## config.mk

```make
export PLATFORM = sky130hd
export DESIGN_NAME = swa_srtt
export DESIGN_NICKNAME = d
export VERILOG_FILES = /design/src/rtl/swa_pkg.sv /design/src/rtl/swa_srtt.sv
export SDC_FILE = /design/constraint.sdc
export NUM_CORES = 1
export LEC_CHECK = 0
export ABC_AREA = 0
export ABC_CLOCK_PERIOD_IN_PS = 27100
export BUFFER_PORTS_ARGS = -buffer_cell sky130_fd_sc_hd__buf_2
export CORE_MARGIN = 2
export CORE_UTILIZATION = 58
export DETAILED_ROUTE_END_ITERATION = 8
export GPL_TIMING_DRIVEN = 0
export PLACE_DENSITY = 0.83
export SYNTH_ARGS = -nofsm -noshare
export SYNTH_HDL_FRONTEND = slang
export SYNTH_SLANG_ARGS = --single-unit
```

## constraint.sdc

```tcl
create_clock -name vclk -period 27.1
set_clock_uncertainty 0.15 [all_clocks]
set_input_delay 2.71 -clock vclk [all_inputs]
set_output_delay 2.71 -clock vclk [all_outputs]
set_load 0.05 [all_outputs]
```

## src/rtl/swa_pkg.sv

```systemverilog
// Shared types, constants and helpers for the sliding window ACK/retransmit block.
// Used by swa_srtt and sliding_window_ack_retransmit_control; depends on nothing.
package swa_pkg;

    localparam int TIME_TABLE_DEPTH = 1024;   // power of two; slot is the low sequence bits
    localparam int SLOT_W = $clog2(TIME_TABLE_DEPTH);

    localparam int SEQ_W   = 20;
    localparam int TIME_W  = 32;
    localparam int WIN_W   = 10;
    localparam int ALPHA_W = 9;
    localparam int CFG_W   = 20;
    localparam int CFG_ADDR_W = 2;
    localparam int KIND_W  = 2;

    localparam int IN_DATA_W  = 56;
    localparam int OUT_DATA_W = 96;

    localparam logic [SEQ_W-1:0]   RST_TOTAL_PACKETS = SEQ_W'(1);
    localparam logic [WIN_W-1:0]   RST_WINDOW_SIZE   = WIN_W'(100);
    localparam logic [CFG_W-1:0]   RST_INITIAL_SRTT  = CFG_W'(50000);
    localparam logic [ALPHA_W-1:0] RST_ALPHA_Q8      = ALPHA_W'(102);
    localparam logic [ALPHA_W-1:0] ALPHA_ONE         = ALPHA_W'(256);

    typedef enum logic [KIND_W-1:0] {
        KIND_SEND    = 2'd0,
        KIND_ACK     = 2'd1,
        KIND_TIMEOUT = 2'd2
    } kind_t;

    typedef enum logic [CFG_ADDR_W-1:0] {
        REG_TOTAL_PACKETS = 2'd0,
        REG_WINDOW_SIZE   = 2'd1,
        REG_INITIAL_SRTT  = 2'd2,
        REG_ALPHA_Q8      = 2'd3
    } cfg_reg_t;

    // Result of one smoothed RTT update.
    typedef struct packed {
        logic [TIME_W-1:0] srtt;
        logic [TIME_W-1:0] rto;
    } srtt_upd_t;

    function automatic logic [SEQ_W-1:0] sat20(input logic [SEQ_W:0] v);
        sat20 = v[SEQ_W] ? {SEQ_W{1'b1}} : v[SEQ_W-1:0];
    endfunction

    function automatic logic [TIME_W-1:0] sat32(input logic [TIME_W+3:0] v);
        sat32 = (|v[TIME_W+3:TIME_W]) ? {TIME_W{1'b1}} : v[TIME_W-1:0];
    endfunction

endpackage

```

## src/rtl/swa_srtt.sv

```systemverilog
// Smoothed RTT update: srtt = (a*srtt + (256-a)*rtt) >> 8 and timeout = 2*srtt, saturating.
// Depends on swa_pkg.
module swa_srtt (
    input  logic [swa_pkg::ALPHA_W-1:0] alpha_q8,
    input  logic [swa_pkg::TIME_W-1:0]  srtt,
    input  logic [swa_pkg::TIME_W-1:0]  rtt,
    output swa_pkg::srtt_upd_t          upd
);
    import swa_pkg::*;

    logic [ALPHA_W-1:0]          alpha;
    logic signed [TIME_W:0]      diff;
    logic signed [TIME_W+10:0]   prod;
    logic signed [TIME_W+10:0]   mix;
    logic [TIME_W-1:0]           srtt_new;

    // The mix is rewritten as 256*rtt + a*(srtt - rtt) so that one multiplier suffices.
    always_comb
    begin
        alpha    = (alpha_q8 > ALPHA_ONE) ? ALPHA_ONE : alpha_q8;
        diff     = $signed({1'b0, srtt}) - $signed({1'b0, rtt});
        prod     = $signed({1'b0, alpha}) * diff;
        mix      = $signed({3'b000, rtt, 8'h00}) + prod;
        srtt_new = mix[TIME_W+7:8];
        upd.srtt = srtt_new;
        upd.rto  = srtt_new[TIME_W-1] ? {TIME_W{1'b1}} : {srtt_new[TIME_W-2:0], 1'b0};
    end

endmodule

```

==> flow_summary.json <==
{
  "dr.pass1.iters": 5,
  "ant_nets": 0,
  "syn_to_final_growth_pct": 8.28,
  "grt_max_degree": 11,
  "cpMostUsedCell": "fa_1",
  "antenna_found_initial": 0,
  "drt-initial-drc-count": 873,
  "die-area_um2": 22500,
  "die_x_um": 150,
  "synth_fp_nets": 1943,
  "dp.final_hpwl_um": 29800,
  "crit_path_top_delay_cell": "xnor2_1",
  "synth_compound_area_share_pct": 11.8,
  "maxSlewViolCount": 0,
  "drt_wl_total_um": 34400,
  "synth_cells": 1492,
  "synthMuxAreaShare_pct": 0.334,
  "pin_count": 137,
  "fin_setup_tns_ps": 0,
  "critPathArrivalTime_ps": 12510,
  "cts_resized": 0,
  "fmax_ghz": 0.0650,
  "final_hold_viol_count": 0,
  "initial_core_util_pct": 59.1,
  "nets": 2081,
  "finish.utilization_pct": 64.0,
  "synthAdderAreaFrac_pct": 54.0,
  "antennaDiodeCount": 0,
  "grt_pass1_wl_um": 55800,
  "vias": 10700,
  "synthDistinctLibCells": 68,
  "drcViolationCount": 0,
  "period_share_pct": 56.7,
  "flops_and_latches": 0,
  "crit_required_ps": 24240,
  "nClkBuffers": 0,
  "viasPerCell": 5.64,
  "holdBufCountCts": 0,
  "crit_path_max_incr_delay_ps": 760,
  "synth-xor-area-share_pct": 5.17,
  "yosysWarnings": 0,
  "grt.overflow.total": 0,
  "ys_seq_area_share_pct": 0,
  "coreArea_um2": 21000,
  "synth_top_family_by_area": "adder cells",
  "seqCellArea_um2": 0,
  "worstPathMaxFanout": 10,
  "setup_violations": 0,
  "synth_area_leaders": "fa_1 42%, ha_1 12%, inv_1 10%, nand2_1 5.4%, xnor2_1 3.5%",
  "rsz0062_at_grt": "false",
  "port_buffers": 136,
  "synth_area_leader_cell": "fa_1",
  "track_usage_pct": 31.9,
  "wl_per_cell_um": 18.1,
  "start_kind": "input pin",
  "period_needed_ps": 15380,
  "drive_above_1_share_pct": 9.58,
  "worst_pin_slew_ps": 970,
  "relSlewSlack_pct": 35.2,
  "gp_congestion": 0.989,
  "cts_setup_buffers": 0,
  "grt_pass1_vias": 11000,
  "crit_type": "input pin to output port",
  "synth_common_cells": "335 x inv_1, 260 x fa_1, 178 x nand2_1, 118 x ha_1, 107 x nor2_1",
  "netlist_area_um2": 12400,
  "status": "finished, final reports clean",
  "max_cap_viol_count": 0,
  "synth_most_common_cell": "inv_1",
  "hp-class": "input pin to output port",
  "avgSynthCellArea_um2": 8.30,
  "fin_cells": 1903,
  "dp.cells": 1903,
  "synth_top_cell_area_share_pct": 42.1,
  "cp-end-kind": "output port",
  "die_height_um": 150,
  "synth-simple-area-share_pct": 16.7,
  "num_rows": 53
}
[layout by cell type, fill, tap and decap left out, types with 18 or more instances in the layout]
cell / n
nand2_1: 178
nor2_1: 107
xor2_1: 24
a21oi_1: 51
inv_1: 335
fa_1: 260
xnor2_1: 49
a21o_1: 35
ha_1: 118
o21bai_1: 41
and2_1: 49
clkbuf_1: 38
buf_2: 137
o21ai_0: 18
nor2b_1: 33
nand2b_1: 19
[area by class of cell]
cell class / count / area [µm²]
Inverter: 335 / 1260
Fill cell: 1855 / 7550
Timing Repair Buffer: 136 / 681
Buffer: 46 / 223
Multi-Input combinational cell: 1111 / 10900
Tap cell: 275 / 344
[critical path, delay by kind of cell]
kind	cells	cell delay (ps)
buffers and inverters	8	1090
adders and majority gates	8	3440
xor gates and xnor gates	1	760
AOI/OAI and AO/OA	9	2650
and+or+nand+nor	7	1820
[worst paths after layout]
kind | from | endpoint | slack (ps) | depth (start not counted)
worst max-delay path | rtt[0] | upd[63] | 11730 | 33
worst min-delay path | alpha_q8[8] | upd[30] | 6280 | 5
[stage by stage]
| stage | hold slack (ps) | instance area, µm² | setup slack, ps |
|---|---|---|---|
| after CTS | 6270 | 13400 | 11930 |
| after detailed placement | 6260 | 13400 | 11980 |
| after global routing | 6310 | 13400 | 11140 |
| after global placement | 6260 | 13400 | 12020 |
| after floorplan | 5980 | 12400 | 13250 |
| final | 6280 | 13400 | 11730 |
[per-layer routing]
metal  up-vias  share of wire, %  global-route usage, %
met3        94                10                   6.07
met4         0               4.0                   10.8
met1      5208                39                   41.8
met2       568                47                   53.5
li1       4866                 -                      -
met5         -                 0                      0
[kinds of logic after synthesis]
family | count (synthesis)
adders and majority gates | 378
buffers and inverters | 381
AOI/OAI and AO/OA | 209
xor gates and xnor gates | 73
and+or+nand+nor | 447
muxes | 4
Power is not shown: default switching activity piles up to over one toggle a cycle in this logic, so the estimate is an artifact.
